[src/sv/lfu_pkg.sv]
// ----------------------------------------------------------------------------
// lfu_pkg: shared types and codes of the LFU cache table
// Operation codes, sequencer states and update modes.
// ----------------------------------------------------------------------------
package lfu_pkg;

  // Operation codes carried in the func field of a request
  localparam logic FUNC_GET = 1'b0;
  localparam logic FUNC_PUT = 1'b1;

  localparam logic [31:0] MISS_VALUE = 32'hFFFF_FFFF;

  // Sequencer states
  typedef enum logic [2:0] {
    ST_IDLE,
    ST_SCAN,
    ST_DECIDE,
    ST_UPDATE,
    ST_DONE
  } state_t;

  // What the update sweep does to the table
  typedef enum logic [1:0] {
    MODE_NONE,
    MODE_TOUCH,
    MODE_EVICT,
    MODE_FILL
  } mode_t;

endpackage

[src/sv/lfu_ifs.sv]
// ----------------------------------------------------------------------------
// lfu_ifs: request and response channels of the LFU cache table
// Valid/ready handshake; a request moves when valid and ready are both high.
// ----------------------------------------------------------------------------
interface lfu_req_if;
  logic               valid;
  logic               ready;
  logic               func;
  logic signed [31:0] lookup_key;
  logic signed [31:0] store_value;

  modport source (output valid, func, lookup_key, store_value, input ready);
  modport sink (input valid, func, lookup_key, store_value, output ready);
endinterface

interface lfu_rsp_if;
  logic               valid;
  logic               ready;
  logic               hit;
  logic signed [31:0] read_value;
  logic               evicted;
  logic signed [31:0] evicted_key;

  modport source (output valid, hit, read_value, evicted, evicted_key, input ready);
  modport sink (input valid, hit, read_value, evicted, evicted_key, output ready);
endinterface

[src/sv/lfu_ram.sv]
// ----------------------------------------------------------------------------
// lfu_ram: entry memory of the LFU cache table
// One write port, one read port, registered read data.
// ----------------------------------------------------------------------------
module lfu_ram #(
  parameter int DEPTH  = 16,
  parameter int WIDTH  = 84,
  parameter int ADDR_W = 4
) (
  input  logic              clk,
  input  logic              we,
  input  logic [ADDR_W-1:0] waddr,
  input  logic [WIDTH-1:0]  wdata,
  input  logic              re,
  input  logic [ADDR_W-1:0] raddr,
  output logic [WIDTH-1:0]  rdata
);

  logic [WIDTH-1:0] mem [DEPTH];

  // Write port
  always_ff @(posedge clk) begin
    if (we) begin
      mem[waddr] <= wdata;
    end
  end

  // Read port
  always_ff @(posedge clk) begin
    if (re) begin
      rdata <= mem[raddr];
    end
  end

endmodule

[src/sv/lfu_cache_table.sv]
// ----------------------------------------------------------------------------
// lfu_cache_table: key-value cache with LFU replacement and LRU tie break
// Entries live in one synchronous RAM; valid bits and occupancy in flops.
// ----------------------------------------------------------------------------
//  channel   | direction | contents
//  ----------+-----------+-----------------------------------------------
//  req       | in        | func, lookup_key, store_value
//  rsp       | out       | hit, read_value, evicted, evicted_key
//  capacity  | in        | capacity_we, capacity_wdata (entries allowed)
//
//  The response follows one read sweep over the entry RAM, which finds the
//  key and the victim, when the operation leaves the table as it is (get
//  miss, put with zero capacity); otherwise a second read-modify-write sweep
//  moves the recency ranks and counts first. The sequencer passes back
//  through ST_IDLE after each operation, so a new request is not taken
//  before the previous one has reached ST_DONE and the output register.
//  Reset clears valid bits and occupancy at once; capacity resets to 16.
//  A finished response waits in the output register; the next request is
//  taken meanwhile, and its response waits until the previous one is taken.
module lfu_cache_table
  import lfu_pkg::*;
#(
  parameter int CAPACITY   = 16,
  parameter int COUNT_BITS = 16
) (
  input  logic            clk,
  input  logic            rst,
  input  logic            capacity_we,
  input  logic [4:0]      capacity_wdata,
  lfu_req_if.sink         req,
  lfu_rsp_if.source       rsp
);

  localparam int IDX_W  = (CAPACITY > 1) ? $clog2(CAPACITY) : 1;
  localparam int CNT_W  = $clog2(CAPACITY + 1);
  localparam int RANK_W = IDX_W;
  localparam int CMP_W  = (CNT_W > 5) ? CNT_W : 5;

  typedef struct packed {
    logic [31:0]           key;
    logic [31:0]           value;
    logic [COUNT_BITS-1:0] count;
    logic [RANK_W-1:0]     rank;
  } entry_t;

  localparam int ENTRY_W = $bits(entry_t);
  localparam logic [COUNT_BITS-1:0] COUNT_MAX = '1;

  state_t state, state_next;

  logic [4:0]          cap_reg;
  logic [CNT_W-1:0]    occupancy;
  logic [CAPACITY-1:0] valid;

  logic                op_func;
  logic [31:0]         op_key;
  logic [31:0]         op_value;

  logic [CNT_W-1:0]    idx;
  logic                rd_pend;
  logic [IDX_W-1:0]    rd_slot;

  logic                match_found;
  logic [IDX_W-1:0]    match_slot;
  logic [RANK_W-1:0]   match_rank;
  logic [31:0]         match_value;
  logic                vic_found;
  logic [IDX_W-1:0]    vic_slot;
  logic [RANK_W-1:0]   vic_rank;
  logic [COUNT_BITS-1:0] vic_count;
  logic [31:0]         vic_key;
  logic                free_found;
  logic [IDX_W-1:0]    free_slot;

  mode_t               mode, mode_next;
  logic [IDX_W-1:0]    tgt_slot;
  logic [RANK_W-1:0]   tgt_rank;

  logic                res_hit;
  logic [31:0]         res_read;
  logic                res_ev;
  logic [31:0]         res_evk;

  logic                ram_we, ram_re;
  logic [IDX_W-1:0]    ram_raddr;
  entry_t              ram_wdata, ram_q;
  logic [ENTRY_W-1:0]  ram_rdata;

  logic [CMP_W-1:0]    cap_ext, cap_eff;
  logic                sweep_last, sweep_done, out_free;
  logic                req_take;

  assign cap_ext    = CMP_W'(cap_reg);
  assign cap_eff    = (cap_ext > CMP_W'(CAPACITY)) ? CMP_W'(CAPACITY) : cap_ext;
  assign sweep_last = (idx == CNT_W'(CAPACITY));
  assign sweep_done = sweep_last && !rd_pend;
  assign out_free   = !rsp.valid || rsp.ready;
  assign req.ready  = (state == ST_IDLE);
  assign req_take   = req.valid && req.ready;
  assign ram_q      = entry_t'(ram_rdata);

  lfu_ram #(
    .DEPTH  (CAPACITY),
    .WIDTH  (ENTRY_W),
    .ADDR_W (IDX_W)
  ) u_ram (
    .clk    (clk),
    .we     (ram_we),
    .waddr  (rd_slot),
    .wdata  (ram_wdata),
    .re     (ram_re),
    .raddr  (ram_raddr),
    .rdata  (ram_rdata)
  );

  // Decide the update from the scan results
  always_comb begin
    mode_next = MODE_NONE;
    if (op_func == FUNC_GET) begin
      mode_next = match_found ? MODE_TOUCH : MODE_NONE;
    end else if (cap_eff != '0) begin
      if (match_found) begin
        mode_next = MODE_TOUCH;
      end else if (CMP_W'(occupancy) >= cap_eff) begin
        mode_next = MODE_EVICT;
      end else begin
        mode_next = MODE_FILL;
      end
    end
  end

  // Next state
  always_comb begin
    state_next = state;
    case (state)
      ST_IDLE:   if (req.valid) state_next = ST_SCAN;
      ST_SCAN:   if (sweep_done) state_next = ST_DECIDE;
      ST_DECIDE: state_next = (mode_next == MODE_NONE) ? ST_DONE : ST_UPDATE;
      ST_UPDATE: if (sweep_done) state_next = ST_DONE;
      ST_DONE:   if (out_free) state_next = ST_IDLE;
      default:   state_next = ST_IDLE;
    endcase
  end

  // RAM control and write-back data
  always_comb begin
    ram_re    = ((state == ST_SCAN) || (state == ST_UPDATE)) && !sweep_last;
    ram_raddr = idx[IDX_W-1:0];
    ram_we    = (state == ST_UPDATE) && rd_pend && (valid[rd_slot] || (rd_slot == tgt_slot));
    ram_wdata = ram_q;
    if (rd_slot == tgt_slot) begin
      ram_wdata.rank = '0;
      if (mode == MODE_TOUCH) begin
        if (op_func == FUNC_PUT) ram_wdata.value = op_value;
        if (ram_q.count != COUNT_MAX) ram_wdata.count = ram_q.count + 1'b1;
      end else begin
        ram_wdata.key   = op_key;
        ram_wdata.value = op_value;
        ram_wdata.count = COUNT_BITS'(1);
      end
    end else begin
      case (mode)
        MODE_TOUCH: if (ram_q.rank < tgt_rank) ram_wdata.rank = ram_q.rank + 1'b1;
        MODE_EVICT: if (ram_q.rank <= tgt_rank) ram_wdata.rank = ram_q.rank + 1'b1;
        MODE_FILL:  ram_wdata.rank = ram_q.rank + 1'b1;
        default:    ram_wdata.rank = ram_q.rank;
      endcase
    end
  end

  // Control state
  always_ff @(posedge clk) begin
    if (rst) begin
      state     <= ST_IDLE;
      cap_reg   <= 5'd16;
      occupancy <= '0;
      valid     <= '0;
      rsp.valid <= 1'b0;
      rd_pend   <= 1'b0;
    end else begin
      state   <= state_next;
      rd_pend <= ram_re;
      if (capacity_we) cap_reg <= capacity_wdata;
      if (state == ST_DECIDE && mode_next == MODE_FILL) occupancy <= occupancy + 1'b1;
      if (ram_we && rd_slot == tgt_slot) valid[rd_slot] <= 1'b1;
      // hold the response until taken, load the next one when free
      if (state == ST_DONE && out_free) begin
        rsp.valid <= 1'b1;
      end else if (rsp.ready) begin
        rsp.valid <= 1'b0;
      end
    end
  end

  // Datapath: request capture, sweep index, scan tracking
  always_ff @(posedge clk) begin
    if (req_take) begin
      op_func     <= req.func;
      op_key      <= req.lookup_key;
      op_value    <= req.store_value;
      match_found <= 1'b0;
      vic_found   <= 1'b0;
      free_found  <= 1'b0;
    end
    if (state == ST_IDLE || state == ST_DECIDE) begin
      idx <= '0;
    end else if (ram_re) begin
      idx <= idx + 1'b1;
    end
    rd_slot <= idx[IDX_W-1:0];

    // track the key match, the victim and the first free slot
    if (state == ST_SCAN && rd_pend) begin
      if (valid[rd_slot]) begin
        if (ram_q.key == op_key) begin
          match_found <= 1'b1;
          match_slot  <= rd_slot;
          match_rank  <= ram_q.rank;
          match_value <= ram_q.value;
        end
        if (!vic_found || ram_q.count < vic_count ||
            (ram_q.count == vic_count && ram_q.rank > vic_rank)) begin
          vic_found <= 1'b1;
          vic_slot  <= rd_slot;
          vic_rank  <= ram_q.rank;
          vic_count <= ram_q.count;
          vic_key   <= ram_q.key;
        end
      end else if (!free_found) begin
        free_found <= 1'b1;
        free_slot  <= rd_slot;
      end
    end

    // latch the update plan and the response fields
    if (state == ST_DECIDE) begin
      mode     <= mode_next;
      tgt_slot <= (mode_next == MODE_TOUCH) ? match_slot :
                  (mode_next == MODE_EVICT) ? vic_slot : free_slot;
      tgt_rank <= (mode_next == MODE_TOUCH) ? match_rank : vic_rank;
      res_hit  <= match_found;
      res_read <= (op_func == FUNC_GET) ? (match_found ? match_value : MISS_VALUE) : 32'd0;
      res_ev   <= (mode_next == MODE_EVICT);
      res_evk  <= (mode_next == MODE_EVICT) ? vic_key : 32'd0;
    end

    if (state == ST_DONE && out_free) begin
      rsp.hit         <= res_hit;
      rsp.read_value  <= res_read;
      rsp.evicted     <= res_ev;
      rsp.evicted_key <= res_evk;
    end
  end

endmodule

[src/flat_wrapper.sv]
// flat-port wrapper written by rule: the top's interface ports become plain ports
module lfu_cache_table_flat import lfu_pkg::*;
#(
  parameter int CAPACITY   = 16,
  parameter int COUNT_BITS = 16
)
  (clk, rst, capacity_we, capacity_wdata, req_valid, req_func, req_lookup_key, req_store_value, req_ready, rsp_valid, rsp_hit, rsp_read_value, rsp_evicted, rsp_evicted_key, rsp_ready);
  lfu_req_if req_i ();
  lfu_rsp_if rsp_i ();
  input  logic clk;
  input  logic rst;
  input  logic capacity_we;
  input  logic [4:0] capacity_wdata;
  input wire logic [$bits(req_i.valid)-1:0] req_valid;
  input wire logic [$bits(req_i.func)-1:0] req_func;
  input wire logic [$bits(req_i.lookup_key)-1:0] req_lookup_key;
  input wire logic [$bits(req_i.store_value)-1:0] req_store_value;
  output wire logic [$bits(req_i.ready)-1:0] req_ready;
  output wire logic [$bits(rsp_i.valid)-1:0] rsp_valid;
  output wire logic [$bits(rsp_i.hit)-1:0] rsp_hit;
  output wire logic [$bits(rsp_i.read_value)-1:0] rsp_read_value;
  output wire logic [$bits(rsp_i.evicted)-1:0] rsp_evicted;
  output wire logic [$bits(rsp_i.evicted_key)-1:0] rsp_evicted_key;
  input wire logic [$bits(rsp_i.ready)-1:0] rsp_ready;
  assign req_i.valid = req_valid;
  assign req_i.func = req_func;
  assign req_i.lookup_key = req_lookup_key;
  assign req_i.store_value = req_store_value;
  assign req_ready = req_i.ready;
  assign rsp_valid = rsp_i.valid;
  assign rsp_hit = rsp_i.hit;
  assign rsp_read_value = rsp_i.read_value;
  assign rsp_evicted = rsp_i.evicted;
  assign rsp_evicted_key = rsp_i.evicted_key;
  assign rsp_i.ready = rsp_ready;
  lfu_cache_table #(.CAPACITY(CAPACITY), .COUNT_BITS(COUNT_BITS)) u_core (.clk(clk), .rst(rst), .capacity_we(capacity_we), .capacity_wdata(capacity_wdata), .req(req_i), .rsp(rsp_i));
endmodule
[config.mk]
export PLATFORM = sky130hd
export DESIGN_NAME = lfu_cache_table_flat
export DESIGN_NICKNAME = d
export VERILOG_FILES = /design/src/sv/lfu_pkg.sv /design/src/sv/lfu_ifs.sv /design/src/sv/lfu_ram.sv /design/src/sv/lfu_cache_table.sv /design/src/flat_wrapper.sv
export SDC_FILE = /design/constraint.sdc
export NUM_CORES = 2
export LEC_CHECK = 0
export ABC_AREA = 0
export BUFFER_PORTS_ARGS = -buffer_cell sky130_fd_sc_hd__buf_4
export CORE_ASPECT_RATIO = 0.75
export CORE_MARGIN = 2
export CORE_UTILIZATION = 45
export DETAILED_ROUTE_END_ITERATION = 8
export PLACE_DENSITY = 0.64
export SYNTH_ARGS = -nofsm -noshare
export SYNTH_HDL_FRONTEND = slang
export SYNTH_SLANG_ARGS = --single-unit
[constraint.sdc]
create_clock -name clk -period 9.98 [get_ports clk]
set_input_delay 1.497 -clock clk [delete_from_list [all_inputs] [get_ports clk]]
set_output_delay 1.497 -clock clk [all_outputs]
set_load 0.01 [all_outputs]
Word level (Yosys, flattened, before mapping) --
Memory sizes are Yosys's and may differ from the RTL's. A register that Yosys moved wholly into a read port is not among the register bits. Cells that the tools add are included.
Cells by class: bitwise operators 3, eq/ne operators 19, add/sub/neg operators 4, magnitude comparators 8, mux-type cells 45, reductions and logical operators 29
Operators with widths (number):
- 32-bit 2-to-1 mux | 3
- 80-bit 2-to-1 mux | 1
- 48-bit 2-to-1 mux | 1
- 32-bit == test | 1
- 4-bit 2-to-1 mux | 6
- 1-bit 2-to-1 mux | 20
- 16-bit by 1-bit adder with 16-bit output (second input constant) | 1
- 16-bit == test | 1
- 16-bit < comparator | 1
- 16-bit 2-to-1 mux | 1
- 16-bit inequality test (second input constant) | 1
- 16-bit bitwise OR | 1
- 3-bit 2-to-1 mux | 5
- 3-bit one-hot mux with 5 select lines | 1
- 4-bit one-hot mux with 3 select lines | 1
- 1-bit logical AND | 11
- 5-bit by 1-bit adder with 5-bit output (second input constant) | 2
- 3-bit AND reduction | 3
- 2-bit == test (second input constant) | 4
- 3-bit by 2-bit == test with 1-bit output (second input constant) | 2
- 1-bit logical OR | 6
- 2-bit 2-to-1 mux | 3
- 2-bit by 1-bit inequality test with 1-bit output (second input constant) | 3
- 5-bit == test (second input constant) | 1
- other kinds (23) | 28
Word-level totals: RAM bits 1344, logic and storage cells 142, memories 1, register bits 350
Memories:
- u_core.u_ram.mem | depth 16, bits a word 84, read ports 1, clocked after Yosys merged registers in 1, write ports 1, line lfu_ram.sv:19 | logic [WIDTH-1:0] mem [DEPTH];

Logic depth before layout (Yosys ltp) --
word-level depth 10, mapped depth 11, mapped depth without buffers 9

By module --
A second synthesis with hierarchy kept.
Second synthesis, totals: cells, all modules 3168, area total of the unflattened synthesis 67079.3 um2
By module, submodules not included:
- lfu_ram | area each 52893.2 um2, sequential area each 42881.1 um2, times used 1, cells each 2154
- lfu_cache_table | area each 14186.1 um2, sequential area each 10079.7 um2, times used 1, cells each 1014

Worst setup path after synthesis --
No wires, ideal clock.
path kind in2reg, start input port rsp_ready, end register u_core.rsp.evicted (enable), setup time 0.653 ns, arrival time 7.795 ns, stages on the path 2, path slack 1.532 ns, cells stage by stage nor2b_1 > nor4_1
Between the ends: longest elaborated chain between the ends 2
RTL lines:
- start, declared | line flat_wrapper.sv:24 | input wire logic [$bits(rsp_i.ready)-1:0] rsp_ready;
- 1-bit logical OR | line lfu_cache_table.sv:97 | assign out_free = !rsp.valid || rsp.ready;
- 1-bit logical AND | line lfu_cache_table.sv:247 | if (state == ST_DONE && out_free) begin
- end signal, assigned | line lfu_cache_table.sv:250 | rsp.evicted <= res_ev;
- end, declared | line lfu_ifs.sv:24 | modport source (output valid, hit, read_value, evicted, evicted_key, input ready);
Every way passes these cells. A chain may end at the register's enable or synchronous reset.

Final worst setup path --
start register u_core.rd_slot[3], end memory u_core.u_ram.mem[15][47] (enable)
Between the ends: longest elaborated chain between the ends 6, elaborated cells on any way between the ends 7, classes of those cells 1 x eq/ne; 4 x mux; 2 x reduce/logical
RTL lines:
- start, declared | line lfu_cache_table.sv:61 | logic [IDX_W-1:0] rd_slot;
- start signal, assigned | line lfu_cache_table.sv:210 | rd_slot <= idx[IDX_W-1:0];
- 1-bit binary-select mux with 4-bit select | line lfu_cache_table.sv:149 | ram_we = (state == ST_UPDATE) && rd_pend && (valid[rd_slot] || (rd_slot == tgt_slot));
- 1-bit 2-to-1 mux (implied by the code) | line lfu_cache_table.sv:149
- 1-bit logical OR | line lfu_cache_table.sv:149
- 1-bit logical AND | line lfu_cache_table.sv:149
- 1-bit 2-to-1 mux | line lfu_ram.sv:23 | if (we) begin
- 1-bit 2-to-1 mux (implied by the code) | line lfu_ram.sv:24 | mem[waddr] <= wdata;
- end, declared | line lfu_ram.sv:19
Parallel ways exist; a longest one is shown, timed or not. The select of a mux whose other input is x is not followed.

==> results.yml <==
floorplanning:
  coreArea_mm2: 0.1478
  io_pins: 143
  die_y_um: 338.3
  core.rowCount: 122
  die_w_um: 449.7
  initial_utilization: 0.4537
  die_area_mm2: 0.1521
yosys:
  yosys_warnings: 0
  synth_commonest_cells: "edfxtp_1 (1735), mux4_2 (422), nand2_1 (134)"
  ys_dominant_reg_cell: "edfxtp_1"
  avgSynthCellArea_um2: 22.31
  yosysMostFrequentCell: "edfxtp_1"
  yosysTopAreaCellShare: 0.7772
  synth_cell_types: 58
  ys_ff_latch: 1778
  synth_edf_count: 1735
  ys_async_sr_fraction: 0
  synth_area_leaders: "edfxtp_1 (78%), mux4_2 (14%), dfxtp_1 (1.3%)"
  syn_nets: 3114
  synthCells: 3005
  synth_top_cell_by_area: "edfxtp_1"
  netlist_area_mm2: 0.06704
  seq_area_frac_synth: 0.7900
setup_path:
  slowest_stage: "nor4_4"
  critPathMaxStageDelay_ps: 840
  crit_top_cell: "buf_4"
  worstSetupEndpointType: "flop"
  crit_type: "reg -> reg"
  startpoint: "u_core.rd_slot[3]"
  start_kind: "flop"
  cp.required_ps: 10380
  critPathMaxFanout: 32
  r2r_cells: 8
  ff2ff_setup_slack_ps: 5070
  crit-reg2reg-launch: "u_core.rd_slot[3]"
  arrival_ps: 5310
  critical_path.cell_chain: "xor2_1, nor4_4, inv_2, a21oi_1, nand3_1, nor2_4, buf_4, buf_4"
drt:
  vias: 30664
  ant_nets: 0
  wl_per_cell_um: 27.36
  via_per_inst: 5.721
  drt-initial-drc-count: 3181
  routed_wirelength_mm: 146.7
  drcViolationCount: 0
  drt_first_pass_iters: 7
sta:
  finalMaxSlewViolations: 0
  fmax_ghz: 0.2038
  period_needed_ps: 4906
  rsz0062_at_grt: "false"
  worst_pin_slew_ps: 1161
  hold_violations: 0
  fin_skew_ps: 31.67
  relSlewSlack: 0.2039
  setup_tns_ps: 0
  setup_viol_count_final: 0
  period_share: 0.4916
placed_design:
  placed_area_mm2: 0.07073
  io_buffers: 142
  dp_hpwl_mm: 80.17
  place.gp.congestion: 0.7693
clock_network:
  clockBufferDepth: 3
  clk_latency_ps: 790
  tritoncts: "done"
  post_cts_buffers: 0
  cts_sinks: 1778
  hold_buffers: 0
  cts_buffers: 166
  ctsResizeCount: 0
  htreeDepth: 4
  clk_pin_slew_worst_paths_ps: 60
  cts-root-buf: "clkbuf_16"
finish:
  area.sequential_mm2: 0.05298
  multiInputGateArea_mm2: 0.01341
  fillCellCount: 11545
  syn2layout_area_growth_pct: 13.39
  final_util: 0.5144
  final_area_mm2: 0.07601
  drive_gt1_frac: 0.2696
  layout.nets: 3352
global_route:
  antenna_found_initial: 1
  first_global_vias: 31052
  grt_max_degree: 105
  grt.total_usage: 0.1934
  grt.overflow.total: 0
  grt_pass1_wl_mm: 215.9
hold_path:
  hp-class: "reg -> reg"
  whs_path_depth: 0
  min_from: "u_core.res_read[22]"
outcome:
  run_status: "finished, final reports clean"
pwr:
  p_per_area_mw_per_mm2: 210.1
  vdd_drop_max_mv: 0.1610
  power.leakage_nw: 23.82
  p_total_mw: 15.97
job:
  maxCapViolations: 0
final timing paths:
kind,endpoint
setup / recovery,u_core.u_ram.mem[15][47]
hold / removal,u_core.rsp.read_value[22]
setup reg to reg,u_core.u_ram.mem[15][47]
hold reg to reg,u_core.rsp.read_value[22]
report_power, final:
group	total (mW)	internal [mW]	leakage, nW	switching (mW)
registers	8.67	8.55	16.0	0.113
clock network	6.19	3.48	2.56	2.71
logic	1.11	0.421	5.24	0.691
total	16.0	12.5	23.8	3.52
cell families (layout without fill, tap and decap cells):
logic type                 Yosys count  count (layout)  synth area share
xor gates and xnor gates            53              53          0.006924
adders and majority gates           34              34          0.006346
AOI/OAI and AO/OA                  119             119           0.01047
muxes                              474             474            0.1503
and+or+nand+nor                    337             337           0.02335
DFF                               1778            1778            0.7900
buffers and inverters              210             580           0.01262
other                                0               1                 0
sequential cells by signal, summed over array words and instances (netlist names), 3 cells and up:
register,cells
u_core.vic_rank,4
u_core.rd_slot,4
u_core.idx,5
u_core.tgt_slot,4
u_core.vic_key,32
u_core.valid,16
u_core.u_ram.mem,1344
u_core.rsp.read_value,32
u_core.op_value,32
u_core.rsp.evicted_key,32
u_core.vic_slot,4
u_core.res_read,32
u_core.free_slot,4
u_core.state,3
u_core.u_ram.rdata,84
u_core.match_value,32
u_core.match_rank,4
u_core.res_evk,32
u_core.occupancy,5
u_core.vic_count,16
u_core.op_key,32
u_core.match_slot,4
u_core.tgt_rank,4
u_core.cap_ext,5
critical path: cells and delay by family, from the launching register on:
kind | cells | cell delay, ps
simple gates | 3 | 2010
buf+inv | 3 | 1350
flops | 1 | 690
compound gates | 1 | 230
xor+xnor | 1 | 210
placed cells by master, fill, tap and decap left out, types with 34 or more instances in the layout:
| master | n |
|---|---|
| ha_1 | 34 |
| a21oi_1 | 69 |
| clkinv_1 | 35 |
| clkbuf_16 | 169 |
| nor2_1 | 67 |
| mux4_2 | 422 |
| dfxtp_1 | 38 |
| buf_4 | 206 |
| nand2_1 | 134 |
| inv_1 | 69 |
| edfxtp_1 | 1735 |
| xor2_1 | 38 |
stage by stage:
stage               std cells  worst slack [ps]  hold slack, ps
finish                   5360              5074           414.5
global route             5359              4732           418.1
CTS                      5359              5026           415.2
detailed placement       5059              5055           405.1
global placement         5059              5084           400.6
floorplan                3005              1532           329.0
layout make-up:
| cell class | instances | share of cell area |
|---|---|---|
| timing repair buffer | 208 | 0.02087 |
| sequential | 1778 | 0.6969 |
| clock buffer | 202 | 0.05727 |
| clock inverter | 98 | 0.01220 |
| multi-input combinational | 1017 | 0.1764 |
| inverter | 72 | 0.003621 |
| tap | 1984 | 0.03266 |
| antenna | 1 | 0.00003292 |
routing by layer:
layer | share of wire | routed length, um | global-route usage | up-vias
li1 | - | - | - | 12889
met1 | 0.44 | 64810 | 0.2860 | 16560
met2 | 0.48 | 70270 | 0.3040 | 1053
met3 | 0.063 | 9172 | 0.03066 | 162
met4 | 0.017 | 2423 | 0.04733 | 0
met5 | 0 | 0 | 0 | -
Power figures use the tool's default switching activity.
